===== src/jst_pkg.sv =====
// Types and constants shared by the job slot table.
// No dependencies; the interfaces, jst_ctrl and the top level import this package.
package jst_pkg;

   localparam int CMD_W  = 3;
   localparam int PROC_W = 22;
   localparam int JOB_W  = 16;
   localparam int STAT_W = 3;
   localparam int RUN_W  = 2;

   localparam logic [JOB_W-1:0] JOB_MAX = {JOB_W{1'b1}};
   localparam logic [JOB_W-1:0] JOB_ONE = JOB_W'(1);

   // command codes (code 7 is unused)
   typedef enum logic [CMD_W-1:0] {
      CMD_ADD      = 3'd0,
      CMD_DELETE   = 3'd1,
      CMD_STOP     = 3'd2,
      CMD_RESUME   = 3'd3,
      CMD_STOP_FG  = 3'd4,
      CMD_QUERY_FG = 3'd5,
      CMD_LOOKUP   = 3'd6
   } cmd_type;

   typedef enum logic [STAT_W-1:0] {
      STAT_OK       = 3'd0,
      STAT_NOTFOUND = 3'd1,
      STAT_FULL     = 3'd2,
      STAT_BADKEY   = 3'd3,
      STAT_WRAP     = 3'd4
   } stat_type;

   typedef enum logic [RUN_W-1:0] {
      RUN_UNDEF = 2'd0,
      RUN_FG    = 2'd1,
      RUN_BG    = 2'd2,
      RUN_STOP  = 2'd3
   } run_type;

   // what a scan compares each slot against
   typedef enum logic [1:0] {
      MATCH_PROC,
      MATCH_JOB,
      MATCH_FG
   } match_type;

   typedef enum logic [2:0] {
      S_IDLE,
      S_SCAN,
      S_DRAIN,
      S_CHECK,
      S_DONE
   } ctrl_state_type;

   // one slot of the table as held in the slot RAM
   typedef struct packed {
      logic [PROC_W-1:0] proc;
      logic [JOB_W-1:0]  job;
      run_type           run;
   } entry_type;

   // one finished result handed from the sequencer to the output register
   typedef struct packed {
      stat_type          status;
      logic [PROC_W-1:0] proc;
      logic [JOB_W-1:0]  job;
      run_type           run;
   } result_type;

endpackage


===== src/jst_req_if.sv =====
// Command channel of the job slot table: valid/ready plus the command fields.
// Depends on jst_pkg for the field widths.
interface jst_req_if import jst_pkg::*; ();
   logic              valid;
   logic              ready;
   logic [CMD_W-1:0]  command;
   logic [PROC_W-1:0] proc_id;
   logic [JOB_W-1:0]  job_key;
   logic              key_is_job;
   logic              to_background;

   modport source (output valid, command, proc_id, job_key, key_is_job, to_background,
                   input ready);
   modport sink   (input valid, command, proc_id, job_key, key_is_job, to_background,
                   output ready);
endinterface


===== src/jst_rsp_if.sv =====
// Result channel of the job slot table: valid/ready plus the result fields.
// Depends on jst_pkg for the field widths.
interface jst_rsp_if import jst_pkg::*; ();
   logic              valid;
   logic              ready;
   logic [STAT_W-1:0] status;
   logic [PROC_W-1:0] found_proc;
   logic [JOB_W-1:0]  found_job;
   logic [RUN_W-1:0]  found_state;

   modport source (output valid, status, found_proc, found_job, found_state,
                   input ready);
   modport sink   (input valid, status, found_proc, found_job, found_state,
                   output ready);
endinterface


===== src/jst_ram.sv =====
// Generic single-write, single-read RAM with registered read data.
// No dependencies.
module jst_ram #(
   parameter int WIDTH = 8,
   parameter int DEPTH = 16
) (
   input  logic                     clock,
   input  logic                     we,
   input  logic [$clog2(DEPTH)-1:0] waddr,
   input  logic [WIDTH-1:0]         wdata,
   input  logic [$clog2(DEPTH)-1:0] raddr,
   output logic [WIDTH-1:0]         rdata
);

   logic [WIDTH-1:0] mem [DEPTH];

   // write port and registered read port
   always_ff @(posedge clock) begin
      if (we) begin
         mem[waddr] <= wdata;
      end
      rdata <= mem[raddr];
   end

endmodule


===== src/jst_ctrl.sv =====
// Command sequencer of the job slot table: scans the slot RAM one entry a
// cycle, then writes back or frees the modified slot. Depends on jst_pkg, jst_req_if.
module jst_ctrl import jst_pkg::*; #(
   parameter int SLOTS = 16
) (
   input  logic                     clock,
   input  logic                     reset,
   jst_req_if.sink                  req,
   // slot RAM
   output logic                     ram_we,
   output logic [$clog2(SLOTS)-1:0] ram_waddr,
   output entry_type                ram_wdata,
   output logic [$clog2(SLOTS)-1:0] ram_raddr,
   input  entry_type                ram_rdata,
   // finished result toward the output register
   output logic                     res_valid,
   output result_type               res,
   input  logic                     res_free
);

   localparam int IW = $clog2(SLOTS);
   localparam logic [IW-1:0] LAST_IDX = IW'(SLOTS - 1);
   localparam logic [JOB_W-1:0] SLOTS_J = JOB_W'(SLOTS);

   ctrl_state_type    state_ff, state_in;
   logic [CMD_W-1:0]  cmd_ff, cmd_in;
   logic [PROC_W-1:0] pid_ff, pid_in;
   logic [PROC_W-1:0] key_proc_ff, key_proc_in;
   logic [JOB_W-1:0]  key_job_ff, key_job_in;
   run_type           run_ff, run_in;
   match_type         mode_ff, mode_in;
   logic              early_ff, early_in;
   stat_type          early_stat_ff, early_stat_in;
   logic              pass2_ff, pass2_in;
   logic [JOB_W-1:0]  next_id_ff, next_id_in;
   logic [IW-1:0]     scan_addr_ff, scan_addr_in;
   logic              rd_pend_ff, rd_pend_in;
   logic [IW-1:0]     rd_idx_ff, rd_idx_in;
   logic              hit_ff, hit_in;
   logic [IW-1:0]     hit_idx_ff, hit_idx_in;
   entry_type         hit_entry_ff, hit_entry_in;
   logic [JOB_W-1:0]  maxj_ff, maxj_in;
   logic              valid_ff [SLOTS];

   entry_type         cur;
   logic              cur_match;
   logic              accept;
   logic              finish;
   logic              do_write;
   logic              do_clear;
   entry_type         new_entry;
   logic [JOB_W-1:0]  add_next;
   logic              key_zero;

   assign accept    = req.valid && req.ready;
   assign req.ready = (state_ff == S_IDLE);
   assign res_valid = (state_ff == S_DONE);
   assign finish    = res_valid && res_free;

   // slot under evaluation; a slot never written since reset reads as free
   always_comb begin
      cur = valid_ff[rd_idx_ff] ? ram_rdata : '0;
      case (mode_ff)
         MATCH_PROC: cur_match = (cur.proc == key_proc_ff);
         MATCH_JOB:  cur_match = (cur.job == key_job_ff);
         MATCH_FG:   cur_match = (cur.run == RUN_FG);
         default:    cur_match = 1'b0;
      endcase
   end

   // next job id after an add
   always_comb begin
      add_next = next_id_ff + JOB_ONE;
      if (add_next == '0 || add_next > SLOTS_J) begin
         add_next = JOB_ONE;
      end
   end

   // selected key of zero for the keyed commands
   always_comb begin
      if (req.command inside {CMD_STOP, CMD_RESUME, CMD_LOOKUP}) begin
         key_zero = req.key_is_job ? (req.job_key == '0) : (req.proc_id == '0);
      end else begin
         key_zero = (req.proc_id == '0);
      end
   end

   // result and write-back for the finished command
   always_comb begin
      res       = '0;
      do_write  = 1'b0;
      do_clear  = 1'b0;
      new_entry = hit_entry_ff;
      if (early_ff) begin
         res.status = early_stat_ff;
      end else begin
         case (cmd_ff)
            CMD_ADD: begin
               new_entry.proc = pid_ff;
               new_entry.job  = next_id_ff;
               new_entry.run  = run_ff;
               do_write       = hit_ff;
            end
            CMD_STOP, CMD_STOP_FG: begin
               new_entry.run = RUN_STOP;
               do_write      = hit_ff;
            end
            CMD_RESUME: begin
               new_entry.run = run_ff;
               do_write      = hit_ff;
            end
            CMD_DELETE: begin
               do_clear = hit_ff;
            end
            default: begin
            end
         endcase
         if (!hit_ff) begin
            res.status = (cmd_ff == CMD_ADD) ? STAT_FULL : STAT_NOTFOUND;
         end else if (cmd_ff == CMD_QUERY_FG && hit_entry_ff.proc == '0) begin
            res.status = STAT_NOTFOUND;
         end else begin
            res.status = (cmd_ff == CMD_DELETE && maxj_ff == JOB_MAX) ? STAT_WRAP : STAT_OK;
            res.proc   = new_entry.proc;
            res.job    = new_entry.job;
            res.run    = new_entry.run;
         end
      end
   end

   // slot RAM ports
   assign ram_raddr = scan_addr_ff;
   assign ram_waddr = hit_idx_ff;
   assign ram_wdata = new_entry;
   assign ram_we    = finish && do_write;

   // sequencer next state
   always_comb begin
      state_in      = state_ff;
      cmd_in        = cmd_ff;
      pid_in        = pid_ff;
      key_proc_in   = key_proc_ff;
      key_job_in    = key_job_ff;
      run_in        = run_ff;
      mode_in       = mode_ff;
      early_in      = early_ff;
      early_stat_in = early_stat_ff;
      pass2_in      = pass2_ff;
      next_id_in    = next_id_ff;
      scan_addr_in  = scan_addr_ff;
      rd_pend_in    = (state_ff == S_SCAN);
      rd_idx_in     = scan_addr_ff;
      hit_in        = hit_ff;
      hit_idx_in    = hit_idx_ff;
      hit_entry_in  = hit_entry_ff;
      maxj_in       = maxj_ff;

      // fold the slot read last cycle into the scan
      if (rd_pend_ff) begin
         if (cur_match && !hit_ff) begin
            hit_in       = 1'b1;
            hit_idx_in   = rd_idx_ff;
            hit_entry_in = cur;
         end else if (cur.job > maxj_ff) begin
            maxj_in = cur.job;
         end
      end

      case (state_ff)
         S_IDLE: begin
            if (accept) begin
               cmd_in        = req.command;
               pid_in        = req.proc_id;
               key_proc_in   = (req.command == CMD_ADD) ? '0 : req.proc_id;
               key_job_in    = req.job_key;
               run_in        = req.to_background ? RUN_BG : RUN_FG;
               pass2_in      = 1'b0;
               scan_addr_in  = '0;
               hit_in        = 1'b0;
               maxj_in       = '0;
               early_in      = 1'b0;
               early_stat_in = STAT_BADKEY;
               if (req.command inside {CMD_STOP_FG, CMD_QUERY_FG}) begin
                  mode_in = MATCH_FG;
               end else if (req.command inside {CMD_STOP, CMD_RESUME, CMD_LOOKUP}
                            && req.key_is_job) begin
                  mode_in = MATCH_JOB;
               end else begin
                  mode_in = MATCH_PROC;
               end
               if (req.command inside {[CMD_ADD:CMD_RESUME], CMD_LOOKUP} && key_zero) begin
                  early_in = 1'b1;
                  state_in = S_DONE;
               end else if (req.command inside {[CMD_ADD:CMD_LOOKUP]}) begin
                  state_in = S_SCAN;
               end else begin
                  early_in      = 1'b1;
                  early_stat_in = STAT_NOTFOUND;
                  state_in      = S_DONE;
               end
            end
         end
         S_SCAN: begin
            if (scan_addr_ff == LAST_IDX) begin
               state_in = S_DRAIN;
            end else begin
               scan_addr_in = scan_addr_ff + IW'(1);
            end
         end
         S_DRAIN: begin
            state_in = S_CHECK;
         end
         S_CHECK: begin
            // stop foreground: rescan for the first slot with the found process id
            if (cmd_ff == CMD_STOP_FG && !pass2_ff && hit_ff) begin
               pass2_in     = 1'b1;
               key_proc_in  = hit_entry_ff.proc;
               mode_in      = MATCH_PROC;
               hit_in       = 1'b0;
               scan_addr_in = '0;
               state_in     = S_SCAN;
            end else begin
               state_in = S_DONE;
            end
         end
         S_DONE: begin
            if (finish) begin
               state_in = S_IDLE;
               if (!early_ff && hit_ff && cmd_ff == CMD_ADD) begin
                  next_id_in = add_next;
               end else if (do_clear) begin
                  next_id_in = (maxj_ff == JOB_MAX) ? JOB_ONE : maxj_ff + JOB_ONE;
               end
            end
         end
         default: begin
            state_in = S_IDLE;
         end
      endcase
   end

   // control registers
   always_ff @(posedge clock) begin
      if (reset) begin
         state_ff   <= S_IDLE;
         next_id_ff <= JOB_ONE;
         rd_pend_ff <= 1'b0;
      end else begin
         state_ff   <= state_in;
         next_id_ff <= next_id_in;
         rd_pend_ff <= rd_pend_in;
      end
   end

   // per-slot written flags, cleared at reset and by delete
   always_ff @(posedge clock) begin
      if (reset) begin
         for (int i = 0; i < SLOTS; i++) begin
            valid_ff[i] <= 1'b0;
         end
      end else if (finish && (do_write || do_clear)) begin
         valid_ff[hit_idx_ff] <= do_write;
      end
   end

   // command and scan payload registers
   always_ff @(posedge clock) begin
      cmd_ff        <= cmd_in;
      pid_ff        <= pid_in;
      key_proc_ff   <= key_proc_in;
      key_job_ff    <= key_job_in;
      run_ff        <= run_in;
      mode_ff       <= mode_in;
      early_ff      <= early_in;
      early_stat_ff <= early_stat_in;
      pass2_ff      <= pass2_in;
      scan_addr_ff  <= scan_addr_in;
      rd_idx_ff     <= rd_idx_in;
      hit_ff        <= hit_in;
      hit_idx_ff    <= hit_idx_in;
      hit_entry_ff  <= hit_entry_in;
      maxj_ff       <= maxj_in;
   end

endmodule


===== src/job_slot_table_top.sv =====
// Job slot table top level: sequencer, slot RAM and result register.
// Depends on jst_pkg, jst_req_if, jst_rsp_if, jst_ram and jst_ctrl.

// A table of SLOTS job slots (process id, job id, run state), all free after
// reset. Commands are taken one at a time: add, delete, mark stopped, resume,
// lookup and query foreground make one scan of the slot RAM, stop foreground
// makes two when a foreground job exists (a second scan finds the first slot
// with its process id) and one when none does, and a rejected key or an
// unused command makes none. A scan reads one slot per cycle through the
// single read port of the slot RAM; a whole scan is always made so that
// delete can find the largest remaining job id. The result sits in an output
// register, so a new command is taken while the last result waits for its
// transfer; a command that finishes while the register is still full waits
// until it drains. No clearing pass follows reset.
module job_slot_table_top import jst_pkg::*; #(
   parameter int SLOTS = 16
) (
   input  logic     clock,
   input  logic     reset,
   jst_req_if.sink  req,
   jst_rsp_if.source rsp
);

   localparam int IW = $clog2(SLOTS);

   logic          ram_we;
   logic [IW-1:0] ram_waddr;
   logic [IW-1:0] ram_raddr;
   entry_type     ram_wdata;
   entry_type     ram_rdata;
   logic          res_valid;
   result_type    res;
   logic          res_free;
   logic          rsp_valid_ff, rsp_valid_in;
   result_type    rsp_data_ff, rsp_data_in;

   jst_ctrl #(
      .SLOTS (SLOTS)
   ) u_ctrl (
      .clock     (clock),
      .reset     (reset),
      .req       (req),
      .ram_we    (ram_we),
      .ram_waddr (ram_waddr),
      .ram_wdata (ram_wdata),
      .ram_raddr (ram_raddr),
      .ram_rdata (ram_rdata),
      .res_valid (res_valid),
      .res       (res),
      .res_free  (res_free)
   );

   jst_ram #(
      .WIDTH ($bits(entry_type)),
      .DEPTH (SLOTS)
   ) u_slot_ram (
      .clock (clock),
      .we    (ram_we),
      .waddr (ram_waddr),
      .wdata (ram_wdata),
      .raddr (ram_raddr),
      .rdata (ram_rdata)
   );

   // result register: loads when empty or being drained this cycle
   assign res_free = !rsp_valid_ff || rsp.ready;

   always_comb begin
      rsp_valid_in = rsp_valid_ff;
      rsp_data_in  = rsp_data_ff;
      if (res_valid && res_free) begin
         rsp_valid_in = 1'b1;
         rsp_data_in  = res;
      end else if (rsp.ready) begin
         rsp_valid_in = 1'b0;
      end
   end

   always_ff @(posedge clock) begin
      if (reset) begin
         rsp_valid_ff <= 1'b0;
      end else begin
         rsp_valid_ff <= rsp_valid_in;
      end
   end

   always_ff @(posedge clock) begin
      rsp_data_ff <= rsp_data_in;
   end

   assign rsp.valid       = rsp_valid_ff;
   assign rsp.status      = rsp_data_ff.status;
   assign rsp.found_proc  = rsp_data_ff.proc;
   assign rsp.found_job   = rsp_data_ff.job;
   assign rsp.found_state = rsp_data_ff.run;

endmodule

===== src/flat_wrapper.sv =====
// flat-port wrapper written by rule: the top's interface ports become plain ports
module job_slot_table_top_flat import jst_pkg::*;
#(
   parameter int SLOTS = 16
)
  (clock, reset, req_valid, req_command, req_proc_id, req_job_key, req_key_is_job, req_to_background, req_ready, rsp_valid, rsp_status, rsp_found_proc, rsp_found_job, rsp_found_state, rsp_ready);
  jst_req_if req_i ();
  jst_rsp_if rsp_i ();
  input  logic clock;
  input  logic reset;
  input wire logic [$bits(req_i.valid)-1:0] req_valid;
  input wire logic [$bits(req_i.command)-1:0] req_command;
  input wire logic [$bits(req_i.proc_id)-1:0] req_proc_id;
  input wire logic [$bits(req_i.job_key)-1:0] req_job_key;
  input wire logic [$bits(req_i.key_is_job)-1:0] req_key_is_job;
  input wire logic [$bits(req_i.to_background)-1:0] req_to_background;
  output wire logic [$bits(req_i.ready)-1:0] req_ready;
  output wire logic [$bits(rsp_i.valid)-1:0] rsp_valid;
  output wire logic [$bits(rsp_i.status)-1:0] rsp_status;
  output wire logic [$bits(rsp_i.found_proc)-1:0] rsp_found_proc;
  output wire logic [$bits(rsp_i.found_job)-1:0] rsp_found_job;
  output wire logic [$bits(rsp_i.found_state)-1:0] rsp_found_state;
  input wire logic [$bits(rsp_i.ready)-1:0] rsp_ready;
  assign req_i.valid = req_valid;
  assign req_i.command = req_command;
  assign req_i.proc_id = req_proc_id;
  assign req_i.job_key = req_job_key;
  assign req_i.key_is_job = req_key_is_job;
  assign req_i.to_background = req_to_background;
  assign req_ready = req_i.ready;
  assign rsp_valid = rsp_i.valid;
  assign rsp_status = rsp_i.status;
  assign rsp_found_proc = rsp_i.found_proc;
  assign rsp_found_job = rsp_i.found_job;
  assign rsp_found_state = rsp_i.found_state;
  assign rsp_i.ready = rsp_ready;
  job_slot_table_top #(.SLOTS(SLOTS)) u_core (.clock(clock), .reset(reset), .req(req_i), .rsp(rsp_i));
endmodule

===== config.mk =====
export PLATFORM = sky130hd
export DESIGN_NAME = job_slot_table_top_flat
export DESIGN_NICKNAME = d
export VERILOG_FILES = /design/src/jst_pkg.sv /design/src/jst_req_if.sv /design/src/jst_rsp_if.sv /design/src/jst_ram.sv /design/src/jst_ctrl.sv /design/src/job_slot_table_top.sv /design/src/flat_wrapper.sv
export SDC_FILE = /design/constraint.sdc
export NUM_CORES = 1
export LEC_CHECK = 0
export BUFFER_PORTS_ARGS = -buffer_cell sky130_fd_sc_hd__buf_2
export CORE_MARGIN = 5
export CORE_UTILIZATION = 56
export CTS_CLUSTER_DIAMETER = 80
export DETAILED_ROUTE_END_ITERATION = 7
export PLACE_DENSITY = 0.7
export SLEW_MARGIN = 10
export SYNTH_ARGS = -nofsm -noshare
export SYNTH_HDL_FRONTEND = slang
export SYNTH_SLANG_ARGS = --single-unit
export TNS_END_PERCENT = 20

===== constraint.sdc =====
create_clock -name clock -period 7 [get_ports clock]
set_input_delay 0.35 -clock clock [delete_from_list [all_inputs] [get_ports clock]]
set_output_delay 0.35 -clock clock [all_outputs]
set_load 0.05 [all_outputs]

## After elaboration in Yosys (flattened, before gate mapping)

Memory sizes are Yosys's and may differ from the RTL's. A register that Yosys moved wholly into a read port is not among the register bits.
Cells that the tools add are included.

- Register bits after elaboration: 205
- Bits in writable memories: 656
- Bits of input ports: 47
- Output and inout bits: 45
- Logic and storage cells: 178
- Memories kept: 2

Memory list:

| name | words | bits a word | rd ports | clocked after memory_dff | wr ports | line | RTL |
|---|---|---|---|---|---|---|---|
| u_core.u_slot_ram.mem | 16 | 40 | 1 | 1 | 1 | jst_ram.sv:15 | `logic [WIDTH-1:0] mem [DEPTH];` |
| u_core.u_ctrl.valid_ff | 16 | 1 | 1 | 1 | 16 | jst_ctrl.sv:43 | `logic valid_ff [SLOTS];` |

- $add $sub $neg: 3
- $lt $le $gt $ge: 5
- Equal/unequal tests: 26
- Mux-type cells: 68
- Bitwise gates (word level): 1
- Reductions and logical operators: 48

Operators with widths:

| cell | number |
|---|---|
| $mux W16 | 9 |
| $mux W40 | 2 |
| $mux W22 | 3 |
| $logic_not A22 Y1 | 2 |
| $pmux W22 S2 | 1 |
| $mux W38 | 1 |
| $add A16 B1 Y16 const B | 2 |
| $logic_not A16 Y1 | 2 |
| $mux W3 | 10 |
| $mux W1 | 25 |
| $eq A22 B22 Y1 | 1 |
| $eq A3 B2 Y1 const B | 6 |
| $eq A3 B3 Y1 const B | 6 |
| $eq A16 B16 Y1 | 1 |
| $eq A16 B16 Y1 const B | 1 |
| $gt A16 B16 Y1 | 1 |
| $gt A16 B5 Y1 const B | 1 |
| $mux W4 | 4 |
| $logic_and A1 B1 Y1 | 15 |
| $pmux W3 S5 | 1 |
| $mux W2 | 6 |
| $pmux W4 S3 | 1 |
| $reduce_bool A2 Y1 | 5 |
| $logic_not A3 Y1 | 3 |
| other kinds (25) | 42 |

## Logic depth before layout (Yosys ltp)

- Depth after elaboration: 11
- Depth in mapped cells: 20
- Mapped depth without buffers: 15

## Modules after synthesis

A second synthesis with hierarchy kept.

- Cell total of the unflattened synthesis: 2,075
- Area total of the unflattened synthesis: 36,202.2 µm²

By module, submodules not included:

| module | times used | cells an instance | area each (µm²) | sequential area each (µm²) |
|---|---|---|---|---|
| jst_ram | 1 | 1,040 | 25,131.6 | 20,019.2 |
| jst_ctrl | 1 | 987 | 9,724.3 | 4,844.6 |
| job_slot_table_top | 1 | 48 | 1,346.3 | 1,311.3 |

## Worst setup path after synthesis

OpenSTA, ideal clock, no wires.

- Kind: flip-flop to flip-flop
- From: register, netlist name u_core.u_ctrl.rd_idx_ff[0]
- To: register u_core.u_ctrl.hit_entry_ff[0] (netlist name), enable pin
- Library setup time: 0.446 ns
- Arrival: 4.429 ns
- Data required time: 6.554 ns
- Setup slack: 2.125 ns
- Cell stages (with the launch flop): 14
- Buffers on the path: 4
- Clock period less this slack: 4.875 ns
- Cells stage by stage: dfxtp_1 > buf_6 > mux2i_1 > a32o_1 > buf_6 > or4b_4 > and2_4 > buf_6 > buf_8 > o32ai_4 > o2111ai_2 > o31ai_4 > o21ai_0 > nor2_1

RTL lines:

| element | line | RTL |
|---|---|---|
| end signal, assigned | jst_ctrl.sv:281 | `hit_entry_ff <= hit_entry_in;` |
| end, declared | jst_ctrl.sv:41 | `entry_type hit_entry_ff, hit_entry_in;` |

==> flow_metrics.env <==
export IMPL_root_buffer="sky130_fd_sc_hd__clkbuf_16"
export IMPL_power_static_leakage_nw=13.23
export IMPL_antenna_found_initial=2
export IMPL_timing_critical_path_cells="mux2_1, nor3b_2, or4_4, nand2_2, and2_1, ha_1, nor2b_1, o21a_1, o21a_1, o211ai_1, a21o_1, a211oi_1, o21ai_0, o31ai_4, mux2i_1"
export IMPL_crit_path_max_fanout=32
export IMPL_cts_max_path_buffers=3
export IMPL_synth_main_ff_cell="sky130_fd_sc_hd__edfxtp_1"
export IMPL_synth_enable_flop_cells=817
export IMPL_floorplan_initialDensity=0.5628
export IMPL_post_synth_instance_area_um2=36150
export IMPL_antenna_left=0
export IMPL_finalSetupViolations=0
export IMPL_data_arrival_at_the_endpoint_of_the_critical_path_ns=6.02
export IMPL_drt_drc_violations_left=0
export IMPL_postSynthNetCount=2093
export IMPL_fp_coreArea_um2=64230
export IMPL_n_fill_cell=4434
export IMPL_cts_htree_levels=3
export IMPL_grt_pass1_vias=19840
export IMPL_grt_start_max_net_pins=152
export IMPL_synthDistinctLibCells=75
export IMPL_post_route_cells_drive_above_1_share=0.2423
export IMPL_floorplan_die_area_um2=69740
export IMPL_power_frac_comb=0.226
export IMPL_maxSlewHeadroom=0.1856
export IMPL_timing_limited_maximum_frequency_ghz=0.1825
export IMPL_synthToLayoutAreaGrowth_pct=13.46
export IMPL_design_power_total_mw=14.79
export IMPL_final_setup_skew_ns=0.02448
export IMPL_sw_frac_of_total=0.2824
export IMPL_max_slew_worst_pin_slew_ns=1.218
export IMPL_min_path_type="input port to register"
export IMPL_cts_buffers=88
export IMPL_synth_yosys_warnings=0
export IMPL_synth_seq_area_share=0.7241
export IMPL_number_of_diodes=0
export IMPL_netlist_instances=2027
export IMPL_crit_top_cell="sky130_fd_sc_hd__o21a_1"
export IMPL_rows=93
export IMPL_multiInputGateArea_um2=9510
export IMPL_clk_pin_slew_ns=0.06
export IMPL_cp_slowest_stage_delay_ns=0.91
export IMPL_crit_slowest_cell="sky130_fd_sc_hd__o31ai_4"
export IMPL_irDropWorstVdd_uv=346.9
export IMPL_critPathKind="register to register"
export IMPL_switchingPower_mw=4.176
export IMPL_grtUsageTotal=0.2603
export IMPL_finalCritPeriodShare=0.7828
export IMPL_worstSetupEndpointType="register"
export IMPL_tritoncts_num_sinks=899
export IMPL_worst_setup_path_start_kind="register"
export IMPL_dp_final_hpwl_mm=53.75
export IMPL_via_count=19930
export IMPL_avgViaCountPerCell=6.412
export IMPL_maxCapViolations=0
export IMPL_grt_setup_unrepaired="false"
export IMPL_num_nets_final=2243
export IMPL_share_clk_of_total_power=0.326
export IMPL_seqPwrFrac=0.448
export IMPL_final_cell_mix="sky130_fd_sc_hd__edfxtp_1, sky130_fd_sc_hd__mux4_2, sky130_fd_sc_hd__nand2_1"
export IMPL_async_reset_ff_frac=0
export IMPL_fp_dieH_um=264.1
export IMPL_cts_setup_buffers=0
export IMPL_post_route_min_period_ns=5.480
export IMPL_tritoncts="yes"
export IMPL_crit_required_ns=7.55
export IMPL_finalWirelength_mm=91.68
export IMPL_synthesis_area_per_instance_um2=17.83
export IMPL_result_of_the_run="complete, no violations"
export IMPL_setup_total_negative_slack_ns=0
export IMPL_post_cts_resized_instances=0
export IMPL_drt_pre_antenna_iters=6
export IMPL_p_int_mw=10.61
export IMPL_drtIter0Drc=2431
export IMPL_final_hold_viol_count=0
export IMPL_grt_first_pass_wirelength_mm=133.7
export IMPL_design_portCount=92
export IMPL_postSynthRegisterBits=899
export IMPL_power_density_nw_per_um2=360.5
export IMPL_clock_latency_ns=0.64
export IMPL_wl_per_cell_um=29.50
export IMPL_place_gp_congestion=0.9207
export IMPL_global_route_overflow_total=0
export IMPL_commonest_non_fill_non_tap_cell_in_the_layout="sky130_fd_sc_hd__edfxtp_1"
export IMPL_total_area_of_sequential_cells_um2=26180
export IMPL_floorplan_die_width_um=264.1
export IMPL_final_max_slew_viol_count=0
export IMPL_buffer_ports_inserted=91
## metrics by stage
step	worst slack (ns)	util	std cells	cell area [µm²]	hold WS, ns
floorplan	2.125	-	2027	36150	0.3462
global placement	1.744	0.5861	2901	37640	0.4553
detailed placement	1.618	0.5861	2901	37640	0.4622
CTS	1.592	0.6384	3108	41010	0.004675
global route	1.286	0.6386	3108	41020	0.01726
finish	1.520	0.6386	3108	41020	0.03646
## final timing paths
path / start / endpoint / slack [ns] / cells after the start
max: u_core.u_ctrl.rd_idx_ff[2]$_DFF_P_ / u_core.u_ctrl.maxj_ff[0]$_DFF_P_ / 1.52 / 15
min: rsp_ready / u_core.rsp.valid$_SDFFE_PP0P_ / 0.04 / 3
min reg2reg: u_core.u_ctrl.maxj_ff[9]$_DFF_P_ / u_core.u_ctrl.maxj_ff[9]$_DFF_P_ / 0.48 / 2
max reg2reg: u_core.u_ctrl.rd_idx_ff[2]$_DFF_P_ / u_core.u_ctrl.maxj_ff[0]$_DFF_P_ / 1.52 / 15
## cells by family (layout without fill, tap and decap cells)
logic type                 count (synthesis)  in the layout  share of synthesized area
xor gates and xnor gates                  32             32                   0.007753
adders and majority gates                 19             19                   0.006576
buffers and inverters                    151            377                    0.01730
AOI/OAI and AO/OA                        223            223                    0.04136
DFF                                      899            899                     0.7241
muxes                                    263            263                     0.1435
and+or+nand+nor                          440            440                    0.05950
## per-layer routing
| layer | global-route usage | wire (µm) | share of wire |
|---|---|---|---|
| met3 | 0.04228 | 7936 | 0.087 |
| met5 | 0 | 13 | 0.00014 |
| met2 | 0.4149 | 44260 | 0.48 |
| met1 | 0.3821 | 37210 | 0.41 |
| met4 | 0.07259 | 2256 | 0.025 |
## cell type report
type,instances,area share
clock buffer,120,0.05936
clock inverter,46,0.01263
inverter,47,0.004301
multi-input combinational,977,0.2319
sequential,899,0.6382
tap,855,0.02608
timing repair buffer,164,0.02758
## power groups by stage
stage / registers [mW] / clock network (mW) / logic, mW
after floorplan: 6.53 / 0 / 2.61
after global placement: 6.72 / 0 / 3.31
after detailed placement: 6.72 / 0 / 3.33
after CTS: 6.61 / 4.87 / 3.37
after global routing: 6.65 / 5.11 / 3.59
final: 6.63 / 4.82 / 3.34
## worst max-delay path, delay by kind of cell, from the launching register on
kind	cells	cell delay, ns
simple gates	5	1.98
compound gates	7	1.86
flops	1	0.51
fa+ha+maj	1	0.31
mux	2	0.70
## sequential cells by signal, summed over array words and instances (netlist names), 3 cells and up
register,cells
u_core.u_slot_ram.mem,640
u_core.u_ctrl.hit_entry_ff,40
u_core.u_slot_ram.rdata,40
u_core.rsp.found_proc,22
u_core.u_ctrl.key_proc_ff,22
u_core.u_ctrl.pid_ff,22
u_core.rsp.found_job,16
u_core.u_ctrl.key_job_ff,16
u_core.u_ctrl.maxj_ff,16
u_core.u_ctrl.next_id_ff,16
u_core.u_ctrl.valid_ff,16
u_core.u_ctrl.ram_raddr,4
u_core.u_ctrl.ram_waddr,4
u_core.u_ctrl.rd_idx_ff,4
u_core.rsp.status,3
u_core.u_ctrl.cmd_ff,3
u_core.u_ctrl.state_ff,3
## timing repair
action	4_1_cts	5_1_grt
hold endpoints to repair	43	0
endpoints found under the setup margin	0	0
hold buffers	41	0
## cell usage after synthesis (4+ instances only)
cell / number / area share
sky130_fd_sc_hd__and3_1: 11 / 0.0019
sky130_fd_sc_hd__a31oi_1: 17 / 0.0029
sky130_fd_sc_hd__nand2b_1: 12 / 0.0021
sky130_fd_sc_hd__or4_1: 8 / 0.0017
sky130_fd_sc_hd__o22ai_1: 9 / 0.0016
sky130_fd_sc_hd__nand4_1: 12 / 0.0021
sky130_fd_sc_hd__and2_1: 27 / 0.0047
sky130_fd_sc_hd__nor2b_1: 9 / 0.0016
sky130_fd_sc_hd__nor3b_1: 4 / 0.00083
sky130_fd_sc_hd__o32ai_1: 4 / 0.00097
sky130_fd_sc_hd__a22o_1: 24 / 0.0058
sky130_fd_sc_hd__o21bai_1: 6 / 0.0012
sky130_fd_sc_hd__mux4_2: 200 / 0.12
sky130_fd_sc_hd__xnor2_1: 30 / 0.0073
sky130_fd_sc_hd__buf_6: 5 / 0.0016
sky130_fd_sc_hd__clkbuf_1: 76 / 0.0079
sky130_fd_sc_hd__or2_2: 5 / 0.00087
sky130_fd_sc_hd__edfxtp_1: 817 / 0.68
sky130_fd_sc_hd__nor3_1: 27 / 0.0037
sky130_fd_sc_hd__a21o_1: 5 / 0.0010
sky130_fd_sc_hd__buf_1: 18 / 0.0019
sky130_fd_sc_hd__nor2_1: 83 / 0.0086
sky130_fd_sc_hd__inv_1: 46 / 0.0048
sky130_fd_sc_hd__nor4_1: 34 / 0.0059
sky130_fd_sc_hd__o211ai_1: 5 / 0.0010
sky130_fd_sc_hd__nand2_1: 158 / 0.016
sky130_fd_sc_hd__dfxtp_1: 82 / 0.045
sky130_fd_sc_hd__mux2_2: 40 / 0.012
sky130_fd_sc_hd__o21ai_0: 42 / 0.0058
sky130_fd_sc_hd__mux2i_1: 22 / 0.0061
sky130_fd_sc_hd__nand3_1: 30 / 0.0042
sky130_fd_sc_hd__a21oi_1: 75 / 0.010
sky130_fd_sc_hd__ha_1: 19 / 0.0066
Note: power is estimated with default switching activity, not from simulation.
